### config.mk
export PLATFORM = sky130hd
export DESIGN_NAME = onewire_bus_master
export DESIGN_NICKNAME = d
export VERILOG_FILES = /design/src/sv/owm_pkg.sv /design/src/sv/owm_cfg.sv /design/src/sv/owm_core.sv /design/src/sv/onewire_bus_master.sv
export SDC_FILE = /design/constraint.sdc
export NUM_CORES = 1
export LEC_CHECK = 0
export ABC_AREA = 1
export BUFFER_PORTS_ARGS = -buffer_cell sky130_fd_sc_hd__buf_2
export CAP_MARGIN = 10
export CELL_PAD_IN_SITES_DETAIL_PLACEMENT = 0
export CELL_PAD_IN_SITES_GLOBAL_PLACEMENT = 1
export CORE_MARGIN = 2
export CORE_UTILIZATION = 38
export CTS_CLUSTER_SIZE = 28
export DETAILED_ROUTE_END_ITERATION = 8
export PLACE_DENSITY = 0.86
export SYNTH_ARGS = -nofsm -noshare
export SYNTH_HDL_FRONTEND = slang
export SYNTH_SLANG_ARGS = --single-unit
### constraint.sdc
create_clock -name clk -period 3.7 [get_ports clk]
set_clock_uncertainty 0.15 [all_clocks]
set_input_delay 0.555 -clock clk [delete_from_list [all_inputs] [get_ports clk]]
set_output_delay 0.555 -clock clk [all_outputs]
set_load 0.01 [all_outputs]
### src/sv/owm_pkg.sv
package owm_pkg;

  localparam int TIMER_BITS_DEF = 10;
  localparam int CFG_W          = 10;
  localparam int NUM_REGS       = 8;
  localparam int ADDR_W         = 5;

  typedef logic [CFG_W-1:0] cfg_word_t;

  typedef struct packed {
    cfg_word_t reset_idle_time;
    cfg_word_t reset_low_time;
    cfg_word_t presence_sample_time;
    cfg_word_t reset_recovery_time;
    cfg_word_t short_low_time;
    cfg_word_t zero_low_time;
    cfg_word_t read_sample_time;
    cfg_word_t slot_time;
  } cfg_t;

  localparam logic [2:0] REG_RESET_IDLE   = 3'd0;
  localparam logic [2:0] REG_RESET_LOW    = 3'd1;
  localparam logic [2:0] REG_PRESENCE     = 3'd2;
  localparam logic [2:0] REG_RECOVERY     = 3'd3;
  localparam logic [2:0] REG_SHORT_LOW    = 3'd4;
  localparam logic [2:0] REG_ZERO_LOW     = 3'd5;
  localparam logic [2:0] REG_READ_SAMPLE  = 3'd6;
  localparam logic [2:0] REG_SLOT         = 3'd7;

  localparam cfg_word_t RST_RESET_IDLE  = 10'd10;
  localparam cfg_word_t RST_RESET_LOW   = 10'd480;
  localparam cfg_word_t RST_PRESENCE    = 10'd70;
  localparam cfg_word_t RST_RECOVERY    = 10'd410;
  localparam cfg_word_t RST_SHORT_LOW   = 10'd6;
  localparam cfg_word_t RST_ZERO_LOW    = 10'd60;
  localparam cfg_word_t RST_READ_SAMPLE = 10'd15;
  localparam cfg_word_t RST_SLOT        = 10'd70;

  localparam logic [1:0] CMD_NONE  = 2'd0;
  localparam logic [1:0] CMD_RESET = 2'd1;
  localparam logic [1:0] CMD_WRITE = 2'd2;
  localparam logic [1:0] CMD_READ  = 2'd3;

  typedef struct packed {
    logic [1:0] command;
    logic [7:0] data_byte;
    logic       line_level;
  } tick_t;

  typedef struct packed {
    logic       drive_low;
    logic       busy_res;
    logic       done_res;
    logic       presence;
    logic [7:0] read_byte;
    logic       rejected;
  } res_t;

endpackage

### src/sv/owm_cfg.sv
module owm_cfg (
  input  logic                      clk,
  input  logic                      rst_n,
  input  logic                      psel,
  input  logic                      penable,
  input  logic                      pwrite,
  input  logic [owm_pkg::ADDR_W-1:0] paddr,
  input  logic [31:0]               pwdata,
  output logic [31:0]               prdata,
  output logic                      pready,
  output owm_pkg::cfg_t             cfg
);

  owm_pkg::cfg_t    cfg_r;
  logic             wr_en;
  logic [2:0]       idx;
  owm_pkg::cfg_word_t rd_word;

  assign pready = 1'b1;
  assign wr_en  = psel && penable && pwrite && pready;
  assign idx    = paddr[4:2];
  assign cfg    = cfg_r;

  always_ff @(posedge clk) begin
    if (!rst_n) begin
      cfg_r.reset_idle_time      <= owm_pkg::RST_RESET_IDLE;
      cfg_r.reset_low_time       <= owm_pkg::RST_RESET_LOW;
      cfg_r.presence_sample_time <= owm_pkg::RST_PRESENCE;
      cfg_r.reset_recovery_time  <= owm_pkg::RST_RECOVERY;
      cfg_r.short_low_time       <= owm_pkg::RST_SHORT_LOW;
      cfg_r.zero_low_time        <= owm_pkg::RST_ZERO_LOW;
      cfg_r.read_sample_time     <= owm_pkg::RST_READ_SAMPLE;
      cfg_r.slot_time            <= owm_pkg::RST_SLOT;
    end else if (wr_en) begin
      unique case (idx)
        owm_pkg::REG_RESET_IDLE:  cfg_r.reset_idle_time      <= pwdata[owm_pkg::CFG_W-1:0];
        owm_pkg::REG_RESET_LOW:   cfg_r.reset_low_time       <= pwdata[owm_pkg::CFG_W-1:0];
        owm_pkg::REG_PRESENCE:    cfg_r.presence_sample_time <= pwdata[owm_pkg::CFG_W-1:0];
        owm_pkg::REG_RECOVERY:    cfg_r.reset_recovery_time  <= pwdata[owm_pkg::CFG_W-1:0];
        owm_pkg::REG_SHORT_LOW:   cfg_r.short_low_time       <= pwdata[owm_pkg::CFG_W-1:0];
        owm_pkg::REG_ZERO_LOW:    cfg_r.zero_low_time        <= pwdata[owm_pkg::CFG_W-1:0];
        owm_pkg::REG_READ_SAMPLE: cfg_r.read_sample_time     <= pwdata[owm_pkg::CFG_W-1:0];
        default:                  cfg_r.slot_time            <= pwdata[owm_pkg::CFG_W-1:0];
      endcase
    end
  end

  always_comb begin
    unique case (idx)
      owm_pkg::REG_RESET_IDLE:  rd_word = cfg_r.reset_idle_time;
      owm_pkg::REG_RESET_LOW:   rd_word = cfg_r.reset_low_time;
      owm_pkg::REG_PRESENCE:    rd_word = cfg_r.presence_sample_time;
      owm_pkg::REG_RECOVERY:    rd_word = cfg_r.reset_recovery_time;
      owm_pkg::REG_SHORT_LOW:   rd_word = cfg_r.short_low_time;
      owm_pkg::REG_ZERO_LOW:    rd_word = cfg_r.zero_low_time;
      owm_pkg::REG_READ_SAMPLE: rd_word = cfg_r.read_sample_time;
      default:                  rd_word = cfg_r.slot_time;
    endcase
  end

  assign prdata = {{(32 - owm_pkg::CFG_W){1'b0}}, rd_word};

endmodule

### src/sv/owm_core.sv
module owm_core #(
  parameter int TIMER_BITS = owm_pkg::TIMER_BITS_DEF
) (
  input  logic           clk,
  input  logic           rst_n,
  input  logic           step,
  input  owm_pkg::tick_t tick,
  input  owm_pkg::cfg_t  cfg,
  output owm_pkg::res_t  res
);

  localparam int LEN_W = (TIMER_BITS >= owm_pkg::CFG_W) ? TIMER_BITS + 1 : owm_pkg::CFG_W;
  localparam logic [LEN_W-1:0] SPAN_MAX = LEN_W'(1) << TIMER_BITS;

  localparam logic [2:0] PH_IDLE   = 3'd0;
  localparam logic [2:0] PH_RIDLE  = 3'd1;
  localparam logic [2:0] PH_RLOW   = 3'd2;
  localparam logic [2:0] PH_RWAIT  = 3'd3;
  localparam logic [2:0] PH_RRECOV = 3'd4;
  localparam logic [2:0] PH_SLOT   = 3'd5;

  logic [2:0]            phase_r, phase_nxt;
  logic [1:0]            op_r, op_nxt;
  logic [TIMER_BITS-1:0] timer_r, timer_nxt;
  logic [2:0]            bit_r, bit_nxt;
  logic [7:0]            shift_r, shift_nxt;
  logic                  pres_r, pres_nxt;

  logic [LEN_W-1:0]      len;
  logic [LEN_W-1:0]      tmr_x;
  logic [LEN_W-1:0]      low_x;
  logic [LEN_W-1:0]      sp_x;
  logic                  last;

  function automatic logic [LEN_W-1:0] span(input owm_pkg::cfg_word_t v);
    logic [LEN_W-1:0] vx;
    vx = LEN_W'(v);
    if (vx == '0) return LEN_W'(1);
    if (vx > SPAN_MAX) return SPAN_MAX;
    return vx;
  endfunction

  always_comb begin
    phase_nxt = phase_r;
    op_nxt    = op_r;
    timer_nxt = timer_r;
    bit_nxt   = bit_r;
    shift_nxt = shift_r;
    pres_nxt  = pres_r;
    res       = '0;
    len       = LEN_W'(1);
    low_x     = '0;
    sp_x      = '0;
    tmr_x     = '0;
    last      = 1'b0;

    if (phase_r != PH_IDLE) begin
      res.rejected = (tick.command != owm_pkg::CMD_NONE);
    end else if (tick.command != owm_pkg::CMD_NONE) begin
      op_nxt    = tick.command;
      timer_nxt = '0;
      bit_nxt   = '0;
      if (tick.command == owm_pkg::CMD_RESET) begin
        phase_nxt = PH_RIDLE;
        pres_nxt  = 1'b0;
        shift_nxt = '0;
      end else begin
        phase_nxt = PH_SLOT;
        shift_nxt = (tick.command == owm_pkg::CMD_WRITE) ? tick.data_byte : 8'd0;
      end
    end

    if (phase_nxt != PH_IDLE) begin
      res.busy_res = 1'b1;
      tmr_x        = LEN_W'(timer_nxt);
      unique case (phase_nxt)
        PH_RIDLE: len = span(cfg.reset_idle_time);
        PH_RLOW: begin
          len           = span(cfg.reset_low_time);
          res.drive_low = 1'b1;
        end
        PH_RWAIT: len = span(cfg.presence_sample_time);
        PH_RRECOV: begin
          len = span(cfg.reset_recovery_time);
          if (timer_nxt == '0) pres_nxt = !tick.line_level;
        end
        default: begin
          len = span(cfg.slot_time);
          if (op_nxt == owm_pkg::CMD_WRITE && !shift_nxt[0]) low_x = LEN_W'(cfg.zero_low_time);
          else low_x = LEN_W'(cfg.short_low_time);
          if (tmr_x < low_x) res.drive_low = 1'b1;
          sp_x = LEN_W'(cfg.read_sample_time);
          if (sp_x > len - LEN_W'(1)) sp_x = len - LEN_W'(1);
          if (op_nxt == owm_pkg::CMD_READ && tmr_x == sp_x)
            shift_nxt = {tick.line_level, shift_nxt[7:1]};
        end
      endcase

      last = (tmr_x + LEN_W'(1)) >= len;
      if (!last) begin
        timer_nxt = timer_nxt + TIMER_BITS'(1);
      end else begin
        timer_nxt = '0;
        unique case (phase_nxt)
          PH_RIDLE:  phase_nxt = PH_RLOW;
          PH_RLOW:   phase_nxt = PH_RWAIT;
          PH_RWAIT:  phase_nxt = PH_RRECOV;
          PH_RRECOV: begin
            res.done_res = 1'b1;
            res.presence = pres_nxt;
            phase_nxt    = PH_IDLE;
          end
          default: begin
            if (op_nxt == owm_pkg::CMD_WRITE) shift_nxt = {1'b0, shift_nxt[7:1]};
            if (bit_nxt == 3'd7) begin
              res.done_res = 1'b1;
              if (op_nxt == owm_pkg::CMD_READ) res.read_byte = shift_nxt;
              bit_nxt   = '0;
              phase_nxt = PH_IDLE;
            end else begin
              bit_nxt = bit_nxt + 3'd1;
            end
          end
        endcase
      end
    end
  end

  always_ff @(posedge clk) begin
    if (!rst_n) begin
      phase_r <= PH_IDLE;
      op_r    <= '0;
      timer_r <= '0;
      bit_r   <= '0;
      shift_r <= '0;
      pres_r  <= 1'b0;
    end else if (step) begin
      phase_r <= phase_nxt;
      op_r    <= op_nxt;
      timer_r <= timer_nxt;
      bit_r   <= bit_nxt;
      shift_r <= shift_nxt;
      pres_r  <= pres_nxt;
    end
  end

endmodule

### src/sv/onewire_bus_master.sv
// 1-Wire bus master driven by a stream of microsecond ticks.
// Input channel: one beat per bus tick. in_tuser carries the command
// (none, bus reset, write byte, read byte); in_tdata carries the byte to
// write and the sampled line level. Output channel: one beat per input
// beat with drive_low, busy, done, presence, read byte and rejected.
// A tick is registered on input and its result is registered on output,
// so a result beat is offered once its tick has stepped the sequencer.
// Throughput: one beat per cycle while the receiver does not stall; the
// step logic (timer compare and next-state selection) fits between the
// two registers.
// A command while an operation runs is dropped and flagged as rejected.
// If the receiver stalls, the output register holds its beat and the
// input register takes one more tick; in_tready then falls until the
// output drains. No beat is lost or repeated.
// Reset (rst_n low, synchronous) returns the sequencer to idle, empties both
// registers and restores the timing registers to their defaults. Timing registers
// are written over the APB port by the user only while the bus is idle (not enforced).
module onewire_bus_master #(
  parameter int TIMER_BITS = owm_pkg::TIMER_BITS_DEF
) (
  input  logic                       clk,
  input  logic                       rst_n,
  input  logic                       in_tvalid,
  output logic                       in_tready,
  input  logic [15:0]                in_tdata,   // data_byte[7:0], line_level[8], zero pad
  input  logic [1:0]                 in_tuser,   // command[1:0]
  output logic                       out_tvalid,
  input  logic                       out_tready,
  // drive_low[0], busy_res[1], done_res[2], presence[3], read_byte[11:4], rejected[12]
  output logic [15:0]                out_tdata,
  input  logic                       cfg_psel,
  input  logic                       cfg_penable,
  input  logic                       cfg_pwrite,
  input  logic [owm_pkg::ADDR_W-1:0] cfg_paddr,
  input  logic [31:0]                cfg_pwdata,
  output logic [31:0]                cfg_prdata,
  output logic                       cfg_pready
);

  owm_pkg::cfg_t  cfg;
  owm_pkg::tick_t tick_r;
  owm_pkg::res_t  res;
  owm_pkg::res_t  res_r;
  logic           in_valid_r;
  logic           out_valid_r;
  logic           adv;
  logic           step;

  owm_cfg u_cfg (
    .clk     (clk),
    .rst_n   (rst_n),
    .psel    (cfg_psel),
    .penable (cfg_penable),
    .pwrite  (cfg_pwrite),
    .paddr   (cfg_paddr),
    .pwdata  (cfg_pwdata),
    .prdata  (cfg_prdata),
    .pready  (cfg_pready),
    .cfg     (cfg)
  );

  owm_core #(.TIMER_BITS(TIMER_BITS)) u_core (
    .clk   (clk),
    .rst_n (rst_n),
    .step  (step),
    .tick  (tick_r),
    .cfg   (cfg),
    .res   (res)
  );

  assign adv       = !out_valid_r || out_tready;
  assign step      = in_valid_r && adv;
  assign in_tready = !in_valid_r || adv;

  always_ff @(posedge clk) begin
    if (!rst_n) begin
      in_valid_r <= 1'b0;
    end else if (in_tready) begin
      in_valid_r <= in_tvalid;
    end
  end

  always_ff @(posedge clk) begin
    if (in_tvalid && in_tready) begin
      tick_r.command    <= in_tuser;
      tick_r.data_byte  <= in_tdata[7:0];
      tick_r.line_level <= in_tdata[8];
    end
  end

  always_ff @(posedge clk) begin
    if (!rst_n) begin
      out_valid_r <= 1'b0;
    end else if (adv) begin
      out_valid_r <= in_valid_r;
    end
  end

  always_ff @(posedge clk) begin
    if (step) res_r <= res;
  end

  assign out_tvalid = out_valid_r;
  assign out_tdata  = {3'b000, res_r.rejected, res_r.read_byte, res_r.presence,
                       res_r.done_res, res_r.busy_res, res_r.drive_low};

endmodule

==> results by group, run 1 <==
GRT
  • Antenna violations before repair: 1
  • Vias in the first global route: 7488
  • Total GRT Usage: 0.231
  • Grt ovf: 0
  • Largest net degree at the start of global routing: 78
  • First-pass GRT wire length: 39.7 mm

Synthesis
  • Post-synth EDFFs: 24
  • Ys async rst share: 0
  • Top_reg_cell synth: dfxtp_1
  • Yosys warning count: 0
  • Syn Inst Count: 1144
  • Mapped cell area: 0.00803 mm2
  • Synth Area per Inst: 7.02 um2
  • Sequential area share after synthesis: 0.362
  • Yosys cell types: 47
  • Flops & latches, synth: 133

Timing
  • Relative slew slack: 0.395
  • Final min period: 3.74 ns
  • Period Utilization, post-route: 1.01
  • # setup viols final: 9
  • Unrepaired setup endpoints after global routing: yes
  • Final hold vios: 0
  • Max Clk Rate: between 200 and 300 MHz
  • Final max-slew violation count: 0
  • Setup TNS: -0.146 ns
  • Final hold slack: ~0.14 ns
  • Worst setup margin: -0.0377 ns
  • Tightest Pin Transition: 0.906 ns

Status
  • Failing checks: negative setup slack
  • Run status: finished with violations

Floorplanning
  • Rows: 53
  • Core footprint: 0.0209 mm2
  • Die W: roughly 150 um
  • Starting density of the core: 0.384
  • Total Die Area: approximately 0.022 mm2
  • Die height: 149 um
  • # IOs: ~110

Placed design
  • Routability cong.: 0.944
  • HPWL after DPL: 19.0 mm
  • Dpl cells: around 1500
  • Port Buf Inserts: 55

Pwr
  • Pleak: 4.63 nW
  • Seq pwr share: 0.406
  • PD cells: 367 mW/mm2
  • Clock share of power: 0.441
  • P_int: approximately 2.7 mW
  • VDD IR-drop max: 0.315 mV
  • Sw Share: 0.294
  • Tot Pwr: about 3.8 mW
  • Comb pwr share: 0.153
  • P_sw: 1.11 mW

Clocking
  • Clock tree buffer depth: 2
  • Cts hold-fix bufs: 0
  • CTS Buf Count: 17
  • TritonCTS clock tree: built
  • Clock Latency Late Sink: 0.43 ns
  • Sink Count: ~130
  • Clk root buf: clkbuf_16
  • Htree depth: 4
  • CTS clk-pin slew, worst paths: roughly 0.070 ns

Finish
  • Ant. Diodes: 0
  • # fillers: 2066
  • Cell Count, Final, Fillers Out: 1579
  • Area growth syn-to-layout: 28.3%
  • Layout cells sized above 1: 0.247
  • Net count, final: ~1400

Critical path
  • Slowest stage cell, crit path: or3_4
  • Critical Path RT: around 3.8 ns
  • Worst Path Class, Setup: reg -> reg
  • WP data arrival: between 3 and 4 ns
  • Worst-path fanout max: 8
  • CP max stage delay: approximately 0.42 ns
  • Startpoint types: register
  • Setup crit end kind: register

Drt
  • Routed Antenna Nets: 0
  • Via/cell ratio: 5.20
  • Via count: 8210
  • DR iter-0 viols: 592
  • DRC viols: 0
  • Routed WL per cell: between 15 and 20 um
  • Routed WL: 25.9 mm
  • First-pass DRT Iterations: 6

Hold path
  • Worst Hold Class: in -> reg

Job
  • MaxCap Viol Count: 0
==> placed cells by master (no fill, tap or decap), types with 10 or more instances in the layout <==
master,n
a21oi_1,102
a21oi_2,14
a221oi_1,12
buf_2,55
buf_4,101
clkbuf_16,17
conb_1,26
dfxtp_1,104
edfxtp_1,24
ha_1,30
inv_1,153
inv_2,10
nand2_1,197
nand2_2,22
nand2_4,12
nand3_1,54
nand3_2,12
nand4_1,15
nor2_1,75
nor2_2,11
nor2_4,13
nor3_1,11
o211ai_1,25
o21ai_0,91
o22ai_1,26
==> worst max-delay path: cells and delay by family, from the launching register on <==
kind	cells	cell delay, ns
flip-flops	1	0.41
buffers and inverters	3	0.18
AO/OA/AOI/OAI	4	0.36
adder cells (fa/ha/maj)	2	0.47
AND/OR/NAND/NOR	15	1.90
XOR/XNOR	1	0.10
==> what timing repair did <==
| action | in CTS | in global routing |
|---|---|---|
| pin swaps | 18 | 46 |
| gates cloned | 0 | 2 |
| gates resized for setup | 35 | 91 |
| setup endpoints to repair | 32 | 35 |
| hold endpoints to repair | 0 | 0 |
| setup buffers | 4 | 12 |
==> worst paths after layout <==
check	from	endpoint	slack, ns	depth (start not counted)
setup / recovery	tick_r[10]$_DFFE_PP_	out_tdata[7]$_SDFFCE_PP0P_	-0.04	25
hold / removal	in_tdata[6]	tick_r[7]$_DFFE_PP_	0.14	1
setup reg to reg	tick_r[10]$_DFFE_PP_	out_tdata[7]$_SDFFCE_PP0P_	-0.04	25
hold reg to reg	u_core.timer_r[4]$_SDFFE_PN0P_	u_core.timer_r[4]$_SDFFE_PN0P_	0.32	2
==> cell type report <==
type	count	area (um2)	area share
multi-input combinational	803	4660	0.452
tap	275	344	0.0334
clock inverter	14	139	0.0135
timing repair inverter	1	7.51	0.000729
sequential	133	2910	0.283
clock buffer	18	429	0.0417
inverter	170	651	0.0632
timing repair buffer	165	1160	0.113
==> power by group through the flow <==
stage	registers, mW	logic (mW)	clock network, mW
after floorplan	1.56	0.324	0
after global placement	1.56	0.500	0
after detailed placement	1.56	0.506	0
after CTS	1.53	0.520	1.68
after global routing	1.54	0.635	1.75
final	1.53	0.577	1.66
==> kinds of logic after synthesis <==
group / Yosys count / share of synthesized area
DFF: 133 / 0.362
buffers and inverters: 233 / 0.125
and+or+nand+nor: 440 / 0.239
other: 2 / 0.000936
adders and majority gates: 34 / 0.0530
muxes: 1 / 0.00125
AOI/OAI and AO/OA: 290 / 0.207
xor gates and xnor gates: 11 / 0.0120
==> flip-flops by register name, summed over array words and instances, names as in the netlist <==
| signal | count |
|---|---|
| tick_r | 11 |
| u_core.bit_r | 3 |
| u_core.phase_r | 3 |
| out_tvalid | 1 |
| u_core.pres_r | 1 |
| in_valid_r | 1 |
| u_core.timer_r | 10 |
| u_cfg.cfg | 80 |
| u_core.shift_r | 8 |
| out_tdata | 13 |
| u_core.op_r | 2 |
==> per-layer routing <==
layer / vias to the layer above / wire length, um / GRT usage
li1: 4077 / - / -
met1: 3774 / 11500 / 0.307
met2: 307 / 12200 / 0.379
met3: 52 / 1600 / 0.0450
met4: 0 / 623 / 0.0729
met5: - / 0 / 0
==> cells in the mapped netlist, types with 15 or more instances <==
cell / number / area [um2]
inv_1: 158 / 593
o21ai_0: 97 / 485
o22ai_1: 26 / 163
nand2_1: 225 / 845
edfxtp_1: 24 / 721
clkbuf_1: 28 / 105
o211ai_1: 25 / 188
nand3_1: 67 / 335
nor2_1: 87 / 327
dfxtp_1: 109 / 2180
a21oi_1: 108 / 541
ha_1: 34 / 425
buf_4: 27 / 203
nand4_1: 15 / 93.8
==> stage by stage <==
step	instance area, um2	util	setup WS, ns
3_3_place_gp	9090	0.435	-0.136
3_5_place_dp	9090	0.435	-0.187
4_1_cts	9820	0.470	0.00677
6_report	10300	0.493	-0.0377
2_1_floorplan	8120	-	0.000965
5_1_grt	10300	0.493	-0.271
Power figures use the tool's default switching activity.
==> inputs of run 2 (changes only) <==
--- a/config.mk
+++ b/config.mk
@@ -8,7 +8,7 @@
 export ABC_AREA = 1
 export BUFFER_PORTS_ARGS = -buffer_cell sky130_fd_sc_hd__buf_2
 export CAP_MARGIN = 10
-export CELL_PAD_IN_SITES_DETAIL_PLACEMENT = 0
+export CELL_PAD_IN_SITES_DETAIL_PLACEMENT = 1
 export CELL_PAD_IN_SITES_GLOBAL_PLACEMENT = 1
 export CORE_MARGIN = 2
 export CORE_UTILIZATION = 38
==> results by group, run 2 (synthesis gave the netlist of run 1 again) <==
Status
  • Run status: finished with violations
  • Failing checks: negative setup slack

GRT
  • Largest net degree at the start of global routing: 78 (unchanged)
  • Vias in the first global route: 9247 (+23%)
  • Total GRT Usage: 0.293 (+0.0623)
  • First-pass GRT wire length: 50.4 mm (+27%)
  • Grt ovf: 0 (unchanged)
  • Antenna violations before repair: 1 (unchanged)

Timing
  • Tightest Pin Transition: 1.00 ns (+0.0936 ns)
  • Final min period: 4.09 ns (+0.348 ns)
  • Unrepaired setup endpoints after global routing: yes
  • Final max-slew violation count: 0 (unchanged)
  • Period Utilization, post-route: 1.10 (+0.0941)
  • Max Clk Rate: 245 MHz (-8.5%)
  • Worst setup margin: -0.386 ns (-0.348 ns)
  • # setup viols final: 35 (+26)
  • Final hold vios: 0 (unchanged)
  • Relative slew slack: 0.333 (-0.0625)

Pwr
  • VDD IR-drop max: 0.329 mV (+4.4%)
  • Tot Pwr: 4.13 mW (+9.4%)
  • Pleak: 4.72 nW (+2.0%)
  • PD cells: 386 mW/mm2 (+5.1%)

Finish
  • Max reg flops: 80 (unchanged)
  • Commonest non-fill, non-tap cell in the layout: nand2_1
  • Layout cells sized above 1: 0.298 (+0.0511)
  • Net count, final: 1395 (+0.58%)
  • # fillers: 2609 (+26%)
  • Fin util: 0.513 (+0.0198)
  • Area growth syn-to-layout: 33.4%
  • Commonest non-fill, non-tap cells in the layout: nand2_1, inv_1, buf_4

Critical path
  • Critical Path End: u_core.phase_r[0]$_SDFFE_PN0P_
  • Setup crit end kind: register
  • Worst path depth: 27 (+8.0%)
  • Worst-path fanout max: 6 (-2)
  • R2r setup slk: -0.39 ns (-0.35 ns)
  • CP bufs+invs: 4 (+1)
  • FF-to-FF End: u_core.phase_r[0]$_SDFFE_PN0P_
  • R2r startpoint: tick_r[9]$_DFFE_PP_
  • Critical path's top delay family: simple AND/OR/NAND/NOR gates
  • Critical Path RT: 3.90 ns (+0.06 ns)
  • WP data arrival: 4.29 ns (+0.42 ns)
  • Slowest stage cell, crit path: edfxtp_1
  • Worst Setup SP: tick_r[9]$_DFFE_PP_
  • CP max stage delay: 0.47 ns (+0.05 ns)
  • Startpoint types: register
  • Worst Path Class, Setup: reg -> reg
  • Number of cells on the worst reg-to-reg path: 27 (+8.0%)

Hold path
  • Worst Hold Class: in -> reg

Placed design
  • HPWL after DPL: 21.7 mm (+14%)
  • Routability cong.: 0.944 (unchanged)
  • Port Buf Inserts: 55 (unchanged)

Drt
  • DR iter-0 viols: 914 (+54%)
  • DRC viols: 0 (unchanged)
  • Routed Antenna Nets: 0 (unchanged)
  • Via count: 9542 (+16%)
  • Routed WL: 38.0 mm (+47%)
  • Via/cell ratio: 6.01 (+16%)
  • Routed WL per cell: 23.9 um (+46%)
  • First-pass DRT Iterations: 7 (+1)

Clocking
  • CTS clk-pin slew, worst paths: 0.07 ns (about the same)
  • Clock tree buffer depth: 2 (unchanged)
  • Cts hold-fix bufs: 0 (unchanged)
  • Sink Count: 133 (unchanged)
  • Clk root buf: clkbuf_16
  • Clock Latency Late Sink: 0.46 ns (+0.03 ns)
  • Htree depth: 4 (unchanged)
  • CTS Buf Count: 17 (unchanged)
  • TritonCTS clock tree: built

Floorplanning
  • Starting density of the core: 0.384 (unchanged)
  • Die W: 149 um (unchanged)
  • Core footprint: 0.0209 mm2 (unchanged)
  • # IOs: 113 (unchanged)
  • Die height: 149 um (unchanged)
  • Rows: 53 (unchanged)
  • Total Die Area: 0.0223 mm2 (unchanged)

Job
  • MaxCap Viol Count: 0 (unchanged)
run 2: changes by cell type in the layout (fill, tap and decap cells not counted), sizes merged:
| cell | previous run | this run |
|---|---|---|
| bufinv | 1 | 2 |
| diode | 0 | 1 |
| clkbuf | 18 | 17 |
| clkinv | 7 | 6 |
| clkinvlp | 2 | 3 |
| buf | 165 | 173 |
run 2: worst register-to-register path, cell delays in order (launching register included):
cell	delay, ns
edfxtp_1	0.47
inv_2	0.12
nor2_4	0.05
nor2_4	0.18
inv_4	0.09
nor2_4	0.19
ha_4	0.19
inv_2	0.05
nor3_4	0.13
nand2_2	0.09
nor2_4	0.14
xor2_2	0.22
ha_1	0.31
nand2_2	0.12
nor2_4	0.05
nand2_1	0.06
o211ai_1	0.10
nand2_1	0.09
nand2_1	0.06
o21ai_2	0.12
inv_1	0.07
o21ai_2	0.16
nand2_4	0.13
nand2_2	0.11
nand2_1	0.06
o21ai_0	0.10
nand2_1	0.09
a21oi_1	0.27
run 2: worst min-delay path by stage:
stage	from	end	slack [ns]	cells after the start
final	in_tuser[1]	tick_r[10]$_DFFE_PP_	0.12	1
after CTS	in_tdata[7]	tick_r[8]$_DFFE_PP_	0.13	1
after global placement	u_core.timer_r[3]$_SDFFE_PN0P_	u_core.timer_r[3]$_SDFFE_PN0P_	0.30	2
after detailed placement	u_core.bit_r[1]$_SDFFE_PN0P_	u_core.bit_r[1]$_SDFFE_PN0P_	0.31	2
after global routing	in_tdata[6]	tick_r[7]$_DFFE_PP_	0.12	1
after floorplan	u_cfg.cfg[20]$_SDFFE_PN0P_	u_cfg.cfg[20]$_SDFFE_PN0P_	0.29	2
run 2: stage by stage:
step	hold WS, ns	area (um2)	cells	worst slack (ns)	setup TNS (ns)
4_1_cts	0.131	10000	1571	-0.0267	-0.0834
3_3_place_gp	0.301	9090	1529	-0.136	-1.37
2_1_floorplan	0.294	8120	1168	0.000965	0
5_1_grt	0.123	10700	1587	-0.488	-13.84
6_report	0.124	10700	1588	-0.386	-10.17
3_5_place_dp	0.312	9090	1529	-0.281	-5.11
run 2: layer usage:
metal / up-vias / global-route usage / share of wire
met3: 242 / 0.0609 / 0.078
met2: 602 / 0.509 / 0.48
met4: 0 / 0.157 / 0.080
met5: - / 0 / 0
met1: 4609 / 0.338 / 0.37
li1: 4089 / - / -
run 2: report_power, final:
part	switching [mW]	internal (mW)	total [mW]
Sequential	0.0285	1.51	1.54
Combinational	0.479	0.240	0.719
Clock	0.842	1.03	1.87
run 2: final cells by class:
type	count	area [um2]	area share
multi-input combinational	803	4930	0.460
timing repair buffer	173	1240	0.115
timing repair inverter	1	7.51	0.000701
tap	275	344	0.0321
sequential	133	2920	0.273
clock buffer	17	425	0.0397
inverter	170	659	0.0616
clock inverter	15	186	0.0174
antenna	1	2.50	0.000234
run 2: repair_timing:
action,in CTS,in global routing
setup endpoints to repair,35,35
pin swaps,32,71
setup buffers,9,15
gates resized for setup,69,146
gates cloned,1,1
